==> src/twc_pkg.sv <==
// Package for the triangle wave channel: transfer types, event and register
// codes, and the wave and length lookup functions. No dependencies.
package twc_pkg;

  typedef enum logic [1:0] {
    FUNC_WRITE   = 2'd0,
    FUNC_TIMER   = 2'd1,
    FUNC_QUARTER = 2'd2,
    FUNC_HALF    = 2'd3
  } func_e;

  localparam logic [1:0] REG_LINEAR    = 2'd0;
  localparam logic [1:0] REG_PERIOD_LO = 2'd1;
  localparam logic [1:0] REG_UNUSED    = 2'd2;
  localparam logic [1:0] REG_LENGTH    = 2'd3;

  typedef struct packed {
    func_e       func;
    logic [1:0]  reg_addr;
    logic [7:0]  write_data;
  } in_item_t;

  typedef struct packed {
    logic [3:0]  level;
    logic [10:0] timer_period;
    logic        length_active;
    logic        linear_active;
  } out_item_t;

  // Falling ramp 15..0 over the first half, rising ramp 0..15 over the second
  function automatic logic [3:0] wave_level(input logic [4:0] step);
    wave_level = step[4] ? step[3:0] : ~step[3:0];
  endfunction

  // Length counter load values
  function automatic logic [7:0] length_lookup(input logic [4:0] idx);
    logic [7:0] val;
    unique case (idx)
      5'd0:  val = 8'd10;
      5'd1:  val = 8'd254;
      5'd2:  val = 8'd20;
      5'd3:  val = 8'd2;
      5'd4:  val = 8'd40;
      5'd5:  val = 8'd4;
      5'd6:  val = 8'd80;
      5'd7:  val = 8'd6;
      5'd8:  val = 8'd160;
      5'd9:  val = 8'd8;
      5'd10: val = 8'd60;
      5'd11: val = 8'd10;
      5'd12: val = 8'd14;
      5'd13: val = 8'd12;
      5'd14: val = 8'd26;
      5'd15: val = 8'd14;
      5'd16: val = 8'd12;
      5'd17: val = 8'd16;
      5'd18: val = 8'd24;
      5'd19: val = 8'd18;
      5'd20: val = 8'd48;
      5'd21: val = 8'd20;
      5'd22: val = 8'd96;
      5'd23: val = 8'd22;
      5'd24: val = 8'd192;
      5'd25: val = 8'd24;
      5'd26: val = 8'd72;
      5'd27: val = 8'd26;
      5'd28: val = 8'd16;
      5'd29: val = 8'd28;
      5'd30: val = 8'd32;
      default: val = 8'd30;
    endcase
    length_lookup = val;
  endfunction

endpackage

==> src/twc_core.sv <==
// Channel state and per-event update logic for the triangle wave channel.
// Depends on twc_pkg; the result is combinational from the updated state.
module twc_core
  import twc_pkg::*;
(
  input  logic      clk_i,
  input  logic      rst_ni,
  input  logic      en_i,
  input  in_item_t  item_i,
  output out_item_t res_o
);

  logic [4:0]  step_q, step_d;
  logic [6:0]  linear_q, linear_d;
  logic [6:0]  reload_val_q, reload_val_d;
  logic        pend_q, pend_d;
  logic        halt_q, halt_d;
  logic [10:0] period_q, period_d;
  logic [7:0]  length_q, length_d;

  // Work out the state after the current event
  always_comb begin
    step_d       = step_q;
    linear_d     = linear_q;
    reload_val_d = reload_val_q;
    pend_d       = pend_q;
    halt_d       = halt_q;
    period_d     = period_q;
    length_d     = length_q;
    if (en_i) begin
      unique case (item_i.func)
        FUNC_WRITE: begin
          unique case (item_i.reg_addr)
            REG_LINEAR: begin
              halt_d       = item_i.write_data[7];
              reload_val_d = item_i.write_data[6:0];
            end
            REG_PERIOD_LO: period_d[7:0] = item_i.write_data;
            REG_UNUSED: ;
            REG_LENGTH: begin
              length_d       = length_lookup(item_i.write_data[7:3]);
              period_d[10:8] = item_i.write_data[2:0];
              pend_d         = 1'b1;
            end
          endcase
        end
        FUNC_TIMER: begin
          if (length_q != 8'd0 && linear_q != 7'd0) step_d = step_q + 5'd1;
        end
        FUNC_QUARTER: begin
          if (pend_q) linear_d = reload_val_q;
          else if (linear_q != 7'd0) linear_d = linear_q - 7'd1;
          if (!halt_q) pend_d = 1'b0;
        end
        FUNC_HALF: begin
          if (!halt_q && length_q != 8'd0) length_d = length_q - 8'd1;
        end
      endcase
    end
  end

  // Hold the channel state
  always_ff @(posedge clk_i or negedge rst_ni) begin
    if (!rst_ni) begin
      step_q       <= '0;
      linear_q     <= '0;
      reload_val_q <= '0;
      pend_q       <= 1'b0;
      halt_q       <= 1'b0;
      period_q     <= '0;
      length_q     <= '0;
    end else begin
      step_q       <= step_d;
      linear_q     <= linear_d;
      reload_val_q <= reload_val_d;
      pend_q       <= pend_d;
      halt_q       <= halt_d;
      period_q     <= period_d;
      length_q     <= length_d;
    end
  end

  // Result is taken after the update
  assign res_o.level         = wave_level(step_d);
  assign res_o.timer_period  = period_d;
  assign res_o.length_active = (length_d != 8'd0);
  assign res_o.linear_active = (linear_d != 7'd0);

  a_length_write_arms_reload: assert property (@(posedge clk_i) disable iff (!rst_ni)
    en_i && item_i.func == FUNC_WRITE && item_i.reg_addr == REG_LENGTH |=> pend_q)
    else $error("length write did not set the reload flag");

  a_timer_steps: assert property (@(posedge clk_i) disable iff (!rst_ni)
    en_i && item_i.func == FUNC_TIMER && length_q != 8'd0 && linear_q != 7'd0
    |=> step_q == $past(step_q) + 5'd1)
    else $error("timer expiry with live counters did not advance the sequence");

  a_idle_holds: assert property (@(posedge clk_i) disable iff (!rst_ni)
    !en_i |=> $stable(step_q) && $stable(linear_q) && $stable(length_q)
              && $stable(period_q))
    else $error("channel state changed without an event");

endmodule

==> src/triangle_wave_channel_top.sv <==
// Top level of the triangle wave channel: input register, channel core and
// result register. Depends on twc_pkg and twc_core.
//
//   channel | direction | payload    | handshake
//   in      | input     | in_item_t  | in_valid_i / in_stall_o
//   out     | output    | out_item_t | out_valid_o / out_stall_i
//
// One item per cycle sustained while the output does not stall; the result of an
// accepted item passes through the input register, then the result register,
// before its output transfer.
// Reset clears the channel state and both valid flags.
// An output stall holds the result; the input register still takes one more
// transfer, and in_stall_o rises only when both registers are full and the
// output is stalled.
module triangle_wave_channel_top
  import twc_pkg::*;
(
  input  logic      clk_i,
  input  logic      rst_ni,
  input  logic      in_valid_i,
  output logic      in_stall_o,
  input  in_item_t  in_item_i,
  output logic      out_valid_o,
  input  logic      out_stall_i,
  output out_item_t out_item_o
);

  logic      in_valid_q;
  in_item_t  in_item_q;
  logic      out_valid_q;
  out_item_t out_item_q;
  out_item_t res;
  logic      advance;

  // Move the held item into the core when the result register can take it
  assign advance    = in_valid_q && !(out_valid_q && out_stall_i);
  assign in_stall_o = in_valid_q && !advance;

  // Input register
  always_ff @(posedge clk_i or negedge rst_ni) begin
    if (!rst_ni) begin
      in_valid_q <= 1'b0;
    end else if (!in_stall_o) begin
      in_valid_q <= in_valid_i;
    end
  end

  always_ff @(posedge clk_i) begin
    if (!in_stall_o && in_valid_i) in_item_q <= in_item_i;
  end

  twc_core u_core (
    .clk_i  (clk_i),
    .rst_ni (rst_ni),
    .en_i   (advance),
    .item_i (in_item_q),
    .res_o  (res)
  );

  // Result register: load on advance, drop once the transfer completes
  always_ff @(posedge clk_i or negedge rst_ni) begin
    if (!rst_ni) begin
      out_valid_q <= 1'b0;
    end else if (advance) begin
      out_valid_q <= 1'b1;
    end else if (!out_stall_i) begin
      out_valid_q <= 1'b0;
    end
  end

  always_ff @(posedge clk_i) begin
    if (advance) out_item_q <= res;
  end

  assign out_valid_o = out_valid_q;
  assign out_item_o  = out_item_q;

endmodule

==> config.mk <==
export PLATFORM = sky130hd
export DESIGN_NAME = triangle_wave_channel_top
export DESIGN_NICKNAME = d
export VERILOG_FILES = /design/src/twc_pkg.sv /design/src/twc_core.sv /design/src/triangle_wave_channel_top.sv
export SDC_FILE = /design/constraint.sdc
export NUM_CORES = 1
export LEC_CHECK = 0
export ABC_AREA = 1
export BUFFER_PORTS_ARGS = -buffer_cell sky130_fd_sc_hd__buf_2
export CAP_MARGIN = 20
export CORE_MARGIN = 2
export CORE_UTILIZATION = 35
export DETAILED_ROUTE_END_ITERATION = 10
export HOLD_SLACK_MARGIN = 0.08
export PLACE_DENSITY_LB_ADDON = 0.1
export SLEW_MARGIN = 20
export SYNTH_ARGS = -nofsm -noshare
export SYNTH_HDL_FRONTEND = slang
export SYNTH_SLANG_ARGS = --single-unit
==> constraint.sdc <==
create_clock -name clk_i -period 4.05 [get_ports clk_i]
set_clock_uncertainty 0.2 [all_clocks]
set_input_delay 0.2025 -clock clk_i [delete_from_list [all_inputs] [get_ports clk_i]]
set_output_delay 0.2025 -clock clk_i [all_outputs]
set_load 0.01 [all_outputs]
==> metrics.md, run 1 <==
| Metric | Value |
|---|---|
| Outcome | `finished clean` |
| # setup viols final | `0` |
| Row Count | `39` |
| H-tree levels | `3` |
| Synth top cells by count | `nand2_1 (140), inv_1 (58), dfrtp_1 (42)` |
| R2R cell count | `11` |
| Buffers on Ports | `34` |
| Switch share | `35.0%` |
| Peak supply drop | `about 0.00050 V` |
| IO Pins | `35` |
| Worst r2r src | `out_valid_o` |
| Switching pwr | `1110 uW` |
| Vias in the first global route | `about 3,000` |
| Total power density per cell area | `649 nW/um^2` |
| Critical Path Most Common Cell | `nand2_1` |
| Largest net degree at the start of global routing | `between 40 and 50` |
| Die Ht | `approximately 110 um` |
| Root buffer cell | `clkbuf_16` |
| Leak | `0.00235 uW` |
| Async set-or-reset flop fraction in the synthesized netlist | `53.8%` |
| Fmax | `407 MHz` |
| Ys Warns | `0` |
| Critical path's slowest cell | `dlygate4sd3_1` |
| Clock Path Buffers | `2` |
| Post_cts resized | `0` |
| Dominant cells by area after synthesis | `dfrtp_1 (26%), edfxtp_1 (21%), nand2_1 (13%)` |
| Num CTS Buffers | `9` |
| Full die area | `approximately 13,000 sq um` |
| Crit share post-route | `about three fifths` |
| Gate power share | `roughly 32%` |
| Area growth, synth to finish | `18.8%` |
| Internal | `~2100 uW` |
| Worst path max stage delay | `~0.54 ns` |
| Sequential area share after synthesis | `between 50% and 60%` |
| Final Non-Filler Cells | `666` |
| Clock share of power | `29.2%` |
| Least-Margin Pin Slew | `between 0.5 and 0.6 ns` |
| Initial antenna violation count | `0` |
| Crit path capture type | `flop` |
| Vias per cell | `roughly 4.6` |
| First-pass GRT wire length | `about 15 mm` |
| TritonCTS clock tree | `yes` |
| Routed via count | `3,038` |
| Reg power frac | `38.7%` |
| DRC viols | `0` |
| GP Congestion | `~0.81` |
| Top cell type's share of synthesized area | `between 20% and 30%` |
| Drt wl/cell | `approximately 13 um` |
| HP Class | `input pin to async pin` |
| Main synth FF type | `dfrtp_1` |
| TNS Setup | `0 ns` |
| Slew Limit Fails | `0` |
| GRT Overall Usage | `15.7%` |
| CP cell instances | `dlygate4sd3_1 -> buf_2 -> nand2_4 -> inv_2 -> nand2_4 -> nand2_4 -> inv_1 -> nand2_1 -> nand2_1 -> nand2_1 -> nand2_1 -> nand3_1 -> a21oi_1` |
| R2R Setup Slk | `about 1.7 ns` |
| Core Region | `between 10,000 and 15,000 sq um` |
| Most common cell in the netlist | `nand2_1` |
| Period minus WS final | `roughly 2.5 ns` |
| Share of cells above drive strength 1 | `around 18%` |
| Post-synthesis cell type count | `40` |
| Syn nets | `495` |
| RSZ-0062 raised after global routing | `false` |
| Worst-path clk slew | `about 0.060 ns` |
| Synth area leader | `dfrtp_1` |
| Synth Cell Area | `about 4100 sq um` |
| Post-DRT Antenna Nets | `0` |
| Postcts setup bufs | `0` |
| Slew headroom | `between 60% and 70%` |
| Crit path kind | `input pin to flop` |
| Total grt overflow | `0` |
| Startpoint Class | `input pin` |
| Final wirelength | `8.99 mm` |
| Cell total after placement | `approximately 640` |
| Clk Latency, worst-skew pair | `around 0.34 ns` |
| Max-cap viol count | `0` |
| FF+latch count, synth | `a little under 80` |
| CP Data Arrival Time | `between 2 and 3 ns` |
| Final Hold Fails | `0` |
| N_diodes | `0` |
| EDFF count, synth | `29` |
| Critical Path RT | `4.13 ns` |
| Iteration-0 DRC count of the detailed router | `133` |
| Die width | `112 um` |
| Initial Utilization | `35.9%` |
| Syn_area_per_cell | `roughly 8.9 sq um` |
| Clock sink count | `78` |
| CP max FO | `13` |
| DP HPWL | `around 6.6 mm` |
| Pre-antenna DRT Iters | `4` |
| Final nets | `around 550` |
| Post-Synthesis Cells | `approximately 460` |
area by class of cell:
class                           instances  area [sq um]
Fill cell                            1160          6580
Inverter                               68           258
Clock inverter                          6           111
Timing Repair Buffer                   49           323
Clock buffer                           10           229
Multi-Input combinational cell        312          1730
Sequential cell                        78          2060
Tap cell                              143           179
registers in the layout, summed over array words and instances (netlist names), 5 cells and up, named ones only:
name,flops
u_core.period_q,11
in_item_q,12
u_core.linear_q,7
u_core.step_q,5
u_core.length_q,8
u_core.reload_val_q,7
out_item_o,17
worst max-delay path by stage:
| stage | startpoint | to | slack [ns] | depth (start not counted) |
|---|---|---|---|---|
| after floorplan | out_valid_o | flop | 1.99 | 11 |
| after global placement | out_valid_o | flop | 1.67 | 11 |
| after detailed placement | in_valid_q | out_item_o[8] | 1.70 | 7 |
| after CTS | out_stall_i | flop | 1.59 | 13 |
| after global routing | out_stall_i | flop | 1.36 | 13 |
| final | out_stall_i | flop | 1.59 | 13 |
worst max-delay path, delay by kind of cell:
family	cells	cell delay, ns
buffers and inverters	4	1.16
AND/OR/NAND/NOR	8	1.05
AO/OA/AOI/OAI	1	0.14
cells by family (layout without fill, tap and decap cells):
kind of cell	count (synthesis)	count (layout)	share of synthesized area (%)
AND/OR/NAND/NOR	225	225	25.8
flip-flops	78	78	50.1
buffers and inverters	74	133	7.93
AO/OA/AOI/OAI	62	62	9.15
adder cells (fa/ha/maj)	15	15	4.56
XOR/XNOR	10	10	2.49
per-stage QoR:
stage	worst slack, ns	power, uW	hold WS [ns]	cell area (sq um)	util (%)
after floorplan	1.99	1990	-0.293	4120	-
after global placement	1.67	2250	0.182	4400	38.3
after detailed placement	1.70	2250	0.184	4400	38.3
after CTS	1.59	3210	0.291	4890	42.6
after global routing	1.36	3430	0.260	4890	42.6
final	1.59	3170	0.193	4890	42.6
power groups by stage:
stage	Clock, uW	Sequential (uW)	Combinational (uW)
global route	988	1260	1190
global placement	0	1240	1010
finish	927	1230	1020
CTS	956	1230	1030
detailed placement	0	1240	1010
floorplan	0	1230	764
metal layers:
layer,global-route usage [%],share of wire [%]
met5,0,0
met4,6.59,2.1
met3,4.37,3.1
met2,25.3,46
met1,20.0,49
layout by cell type (no fill, tap or decap), types with 3 or more instances in the layout:
cell / n
clkbuf_16: 9
nand2_2: 8
nand2_1: 140
xor2_1: 4
nand3_1: 22
inv_2: 8
o21ai_0: 10
inv_1: 58
o22ai_1: 3
nor2_4: 4
dfrtp_1: 42
nand4_1: 6
nor2_1: 29
bufinv_16: 3
dfxtp_1: 7
buf_2: 33
o21ai_1: 21
nor2_2: 3
nand2_4: 6
o21ai_2: 4
xnor2_1: 4
dlygate4sd3_1: 15
ha_1: 15
a21oi_1: 16
edfxtp_1: 29
what timing repair did:
action                                  in CTS  in global routing
hold endpoints to repair                    60                  0
hold buffers                                15                  0
endpoints found under the setup margin       0                  0
(Power assumes the default switching activity.)
==> run 2, diff against run 1 <==
==> constraint.sdc (replaced) <==
create_clock -name clk_i -period 2 [get_ports clk_i]
set_clock_uncertainty 0.2 [all_clocks]
set_input_delay 0.1 -clock clk_i [delete_from_list [all_inputs] [get_ports clk_i]]
set_output_delay 0.1 -clock clk_i [all_outputs]
set_load 0.01 [all_outputs]
==> metrics.md, run 2 (synthesized netlist as in run 1, its figures left out) <==
| Metric | Value |
|---|---|
| R2R Setup Slk | `around 0.054 ns` |
| Least-Margin Pin Slew | `roughly 0.7 ns` |
| CP top delay family | `simple AND/OR/NAND/NOR gates` |
| Clock Path Buffers | `2` |
| Routed via count | `between 3,000 and 4,000` |
| Die Ht | `112 um` |
| Clk Latency, worst-skew pair | `between 0.3 and 0.4 ns` |
| Commonest non-fill, non-tap cell in the layout | `nand2_1` |
| Fmax | `between 500 and 600 MHz` |
| H-tree levels | `3` |
| CP Launch Point | `out_valid_o` |
| Startpoint Class | `flop` |
| Worst reg2reg endpoint | `out_item_o[0]` |
| Worst path max stage delay | `0.40 ns` |
| Peak supply drop | `approximately 0.00075 V` |
| IO Pins | `35` |
| Switch share | `36.5%` |
| N_diodes | `0` |
| Slew headroom | `~52%` |
| Fin Hold WS | `0.149 ns` |
| Critical Path Most Common Cell | `nand2_1` |
| Max-cap viol count | `0` |
| Initial Utilization | `a little over a third` |
| Crit path capture type | `flop` |
| HP Class | `input pin to async pin` |
| Clock share of power | `a little under a quarter` |
| Row Count | `39` |
| Worst slack, placed | `-0.0793 ns` |
| First-pass GRT wire length | `between 15 and 20 mm` |
| Crit path kind | `flop to flop` |
| Final Core Density | `about half` |
| Reg power frac | `a little over a third` |
| CP Data Arrival Time | `around 1.9 ns` |
| Vias per cell | `around 4.6` |
| CP cell instances | `nand2_4 -> buf_4 -> nand2_8 -> nor2_4 -> inv_2 -> a21oi_1 -> nand2_1 -> nand2_1 -> nand2_1 -> nor2_1 -> nand2_1` |
| GRT Overall Usage | `15.6%` |
| Final Hold Fails | `0` |
| TritonCTS clock tree | `yes` |
| Vias in the first global route | `3,311` |
| Num CTS Buffers | `9` |
| TNS Setup | `0 ns` |
| Iteration-0 DRC count of the detailed router | `117` |
| Share of cells above drive strength 1 | `between 30% and 40%` |
| DP HPWL | `approximately 6.8 mm` |
| Setup WS post-layout | `~0.054 ns` |
| Total power density per cell area | `1250 nW/um^2` |
| Root buffer cell | `clkbuf_16` |
| Area growth, synth to finish | `34.5%` |
| Period minus WS final | `~1.9 ns` |
| Clock sink count | `between 70 and 80` |
| Largest register FFs | `17` |
| Fillers | `approximately 1,100` |
| Critical Path RT | `about 1.9 ns` |
| Outcome | `finished clean` |
| Worst r2r src | `out_valid_o` |
| Drt wl/cell | `13.0 um` |
| Gate power share | `between 30% and 40%` |
| Post-DRT Antenna Nets | `0` |
| Crit share post-route | `97.3%` |
| Total grt overflow | `0` |
| R2R cell count | `11` |
| Initial antenna violation count | `0` |
| Leak | `0.00264 uW` |
| Switching pwr | `2530 uW` |
| Final Non-Filler Cells | `about 730` |
| Final wirelength | `~9.4 mm` |
| RSZ-0062 raised after global routing | `true` |
| DRC viols | `0` |
| Full die area | `roughly 13,000 sq um` |
| Die width | `~110 um` |
| Buffers on Ports | `34` |
| Cell total after placement | `around 680` |
| Path length in cells of the critical path | `11` |
| CP endpoint | `out_item_o[0]` |
| Final nets | `between 600 and 700` |
| Largest net degree at the start of global routing | `30` |
| Slew Limit Fails | `0` |
| Pre-antenna DRT Iters | `5` |
| Buffers & Inverters on Critical Path | `2` |
| Internal | `roughly 4400 uW` |
| Most frequent cells in the layout | `nand2_1 (135), buf_4 (56), inv_1 (49)` |
| Core Region | `between 10,000 and 15,000 sq um` |
| CP max FO | `6` |
| Critical path's slowest cell | `dfrtp_1` |
| GP Congestion | `0.902` |
| # setup viols final | `0` |
| Worst-path clk slew | `approximately 0.060 ns` |
-- run 2: cell types whose count changed in the layout (fill, tap and decap cells not counted), sizes merged --
cell / previous run / this run
inv: 67 / 70
nand2: 154 / 156
buf: 34 / 92
bufinv: 3 / 1
clkbuf: 10 / 9
-- run 2: how the worst min path moves through the flow --
stage / from / endpoint / slack, ns / depth (start not counted)
floorplan: rst_ni / in_valid_q / -0.40 / 0
global placement: rst_ni / u_core.period_q[9] / 0.009 / 1
detailed placement: rst_ni / u_core.linear_q[1] / 0.01 / 1
CTS: rst_ni / u_core.step_q[1] / 0.18 / 2
global route: rst_ni / u_core.period_q[10] / 0.21 / 2
finish: rst_ni / u_core.period_q[10] / 0.15 / 2
-- run 2: timing repair --
action                                  in CTS  in global routing
gates resized for setup                      4                 54
hold buffers                                15                  0
setup buffers                                4                  9
pin swaps                                    2                 12
endpoints found under the setup margin       3                 23
hold endpoints to repair                    46                  0
cloned                                       0                  2
-- run 2: metal layers --
layer  global-route usage (%)  routed length, um
met5                        0                  0
met4                     7.24                259
met3                     3.94                432
met2                     24.7               4390
met1                     20.2               4320
-- run 2: final cells by class --
type	count	area, sq um	share of cell area (%)
clock buffers	9	225	4.07
clock inverters	7	81.3	1.47
inverters	68	260	4.70
multi-input cells	314	1960	35.4
flip-flops and latches	78	2060	37.3
well taps	143	179	3.23
repair buffers	107	769	13.9
-- run 2: stage by stage --
stage / area (sq um) / total power (uW)
after CTS: 5270 / 6690
after global routing: 5540 / 7430
final: 5540 / 6920
after global placement: 4760 / 4920
after detailed placement: 4760 / 4920
after floorplan: 4140 / 4050
-- run 2: power groups by stage --
stage                     registers, uW  clock network [uW]  logic, uW
after detailed placement           2520                   0       2400
after floorplan                    2490                   0       1550
final                              2520                1660       2730
after global routing               2580                1780       3070
after global placement             2520                   0       2410
after CTS                          2500                1730       2460
==> run 3, diff against run 2 <==
--- a/config.mk
+++ b/config.mk
@@ -8,7 +8,6 @@
 export ABC_AREA = 1
 export BUFFER_PORTS_ARGS = -buffer_cell sky130_fd_sc_hd__buf_2
 export CAP_MARGIN = 20
-export CORE_MARGIN = 2
 export CORE_UTILIZATION = 35
 export DETAILED_ROUTE_END_ITERATION = 10
 export HOLD_SLACK_MARGIN = 0.08
==> metrics.md, run 3 (synthesized netlist as in run 1, its figures left out) <==
| Metric | Value |
|---|---|
| Setup WS post-layout | `0.0320 ns` |
| Initial antenna violation count | `0` |
| Internal | `about 4600 uW` |
| Slew headroom | `between 50% and 60%` |
| Commonest non-fill, non-tap cell in the layout | `nand2_1` |
| Largest register FFs | `17` |
| DRC viols | `0` |
| First-pass GRT wire length | `around 16 mm` |
| GP Congestion | `roughly 0.90` |
| Final nets | `610` |
| Drt wl/cell | `13.5 um` |
| Period minus WS final | `just under 2 ns` |
| Final wirelength | `~10 mm` |
| Largest net degree at the start of global routing | `29` |
| Worst slack, placed | `-0.125 ns` |
| DP HPWL | `roughly 7.0 mm` |
| Row Count | `39` |
| Switch share | `between 30% and 40%` |
| Buffers on Ports | `34` |
| H-tree levels | `3` |
| Num CTS Buffers | `9` |
| Crit path capture type | `flop` |
| Leak | `0.00265 uW` |
| Fmax | `around 510 MHz` |
| Final Core Density | `roughly half` |
| N_diodes | `0` |
| Area growth, synth to finish | `36.5%` |
| Final Hold Fails | `0` |
| Most frequent cells in the layout | `nand2_1 (133), buf_4 (52), inv_1 (47)` |
| Full die area | `between 10,000 and 15,000 sq um` |
| Die width | `between 100 and 150 um` |
| Clock sink count | `slightly below 80` |
| GRT Overall Usage | `16.7%` |
| Core Region | `11,400 sq um` |
| Vias in the first global route | `roughly 3,300` |
| Pre-antenna DRT Iters | `4` |
| Gate power share | `a little under two fifths` |
| Share of cells above drive strength 1 | `between 30% and 40%` |
| Peak supply drop | `0.000586 V` |
| # setup viols final | `0` |
| R2R Setup Slk | `between 0.03 and 0.04 ns` |
| Max-cap viol count | `0` |
| Clk Latency, worst-skew pair | `0.34 ns` |
| Post-DRT Antenna Nets | `0` |
| Clock share of power | `approximately a quarter` |
| Startpoint Class | `flop` |
| Critical Path RT | `approximately 2.1 ns` |
| R2R cell count | `12` |
| TritonCTS clock tree | `yes` |
| Initial Utilization | `between 30% and 40%` |
| RSZ-0062 raised after global routing | `true` |
| Worst-path clk slew | `around 0.06 ns` |
| Die Ht | `between 100 and 150 um` |
| CP max FO | `5` |
| HP Class | `input pin to async pin` |
| Switching pwr | `between 2000 and 2500 uW` |
| Reg power frac | `a little over a third` |
| IO Pins | `35` |
| Routed via count | `roughly 3,400` |
| Root buffer cell | `clkbuf_16` |
| Clock Path Buffers | `2` |
| Slew Limit Fails | `0` |
| Worst r2r src | `out_valid_o` |
| Least-Margin Pin Slew | `0.661 ns` |
| Crit share post-route | `98.4%` |
| Total grt overflow | `0` |
| TNS Setup | `0 ns` |
| Total power density per cell area | `1270 nW/um^2` |
| CP Data Arrival Time | `2.05 ns` |
| Crit path kind | `flop to flop` |
| Fin Hold WS | `between 0.1 and 0.15 ns` |
| Outcome | `finished clean` |
| Vias per cell | `between 4 and 5` |
| Iteration-0 DRC count of the detailed router | `~140` |
==> run 3: power groups by stage <==
| stage | clock network, uW | logic, uW | registers [uW] |
|---|---|---|---|
| floorplan | 0 | 1550 | 2490 |
| global placement | 0 | 2390 | 2510 |
| detailed placement | 0 | 2400 | 2520 |
| CTS | 1950 | 2470 | 2500 |
| global route | 2000 | 3070 | 2560 |
| finish | 1890 | 2730 | 2510 |
==> run 3: worst max path at each step <==
stage	start	to	slack, ns
global route	u_core.length_q[0]	out_item_o[1]	-0.09
detailed placement	in_item_q[10]	out_item_o[1]	-0.13
finish	out_valid_o	flop	0.03
CTS	in_item_q[11]	out_item_o[14]	-0.00002
global placement	in_item_q[10]	out_item_o[1]	-0.20
floorplan	out_valid_o	flop	-0.001
==> run 3: timing repair <==
action / 4_1_cts / 5_1_grt
resized for setup: 12 / 60
pin swaps: 6 / 27
endpoints found under the hold margin: 61 / 0
gates cloned: 0 / 2
endpoints found under the setup margin: 5 / 14
buffers inserted: 2 / 11
hold buffers: 15 / 0
==> run 3: critical path, cell delays in order (launching register included) <==
cell and delay, ns:
dfrtp_1 0.41, nand2_4 0.11, inv_4 0.05, nand2_8 0.08, nand2_8 0.07, nand2_2 0.08, o21ai_4 0.09, buf_6 0.13
buf_12 0.12, ha_4 0.14, or2_4 0.24, nand3_2 0.05, a21boi_2 0.14
==> run 3: routing by layer <==
| layer | vias to the layer above | GRT usage (%) | share of wire, % | routed length, um |
|---|---|---|---|---|
| met2 | 54 | 27.0 | 49 | 4830 |
| met5 | - | 0 | 0 | 0 |
| met4 | 0 | 9.96 | 1.6 | 161 |
| li1 | 1729 | - | - | - |
| met3 | 11 | 3.29 | 2.7 | 267 |
| met1 | 1566 | 20.7 | 46 | 4540 |
==> run 3: final cells by class <==
type                       count  area, sq um
tap                          143          179
multi-input combinational    314         1950
clock inverter                 5          106
fill                        1119         5800
inverter                      68          270
timing repair buffer         108          813
clock buffer                  11          233
sequential                    78         2060
==> run 3: metrics by stage <==
step / cell area (sq um) / power, uW / std cells
final: 5620 / 7130 / 727
after floorplan: 4140 / 4050 / 464
after global placement: 4770 / 4890 / 682
after global routing: 5620 / 7630 / 727
after detailed placement: 4770 / 4910 / 682
after CTS: 5320 / 6910 / 715
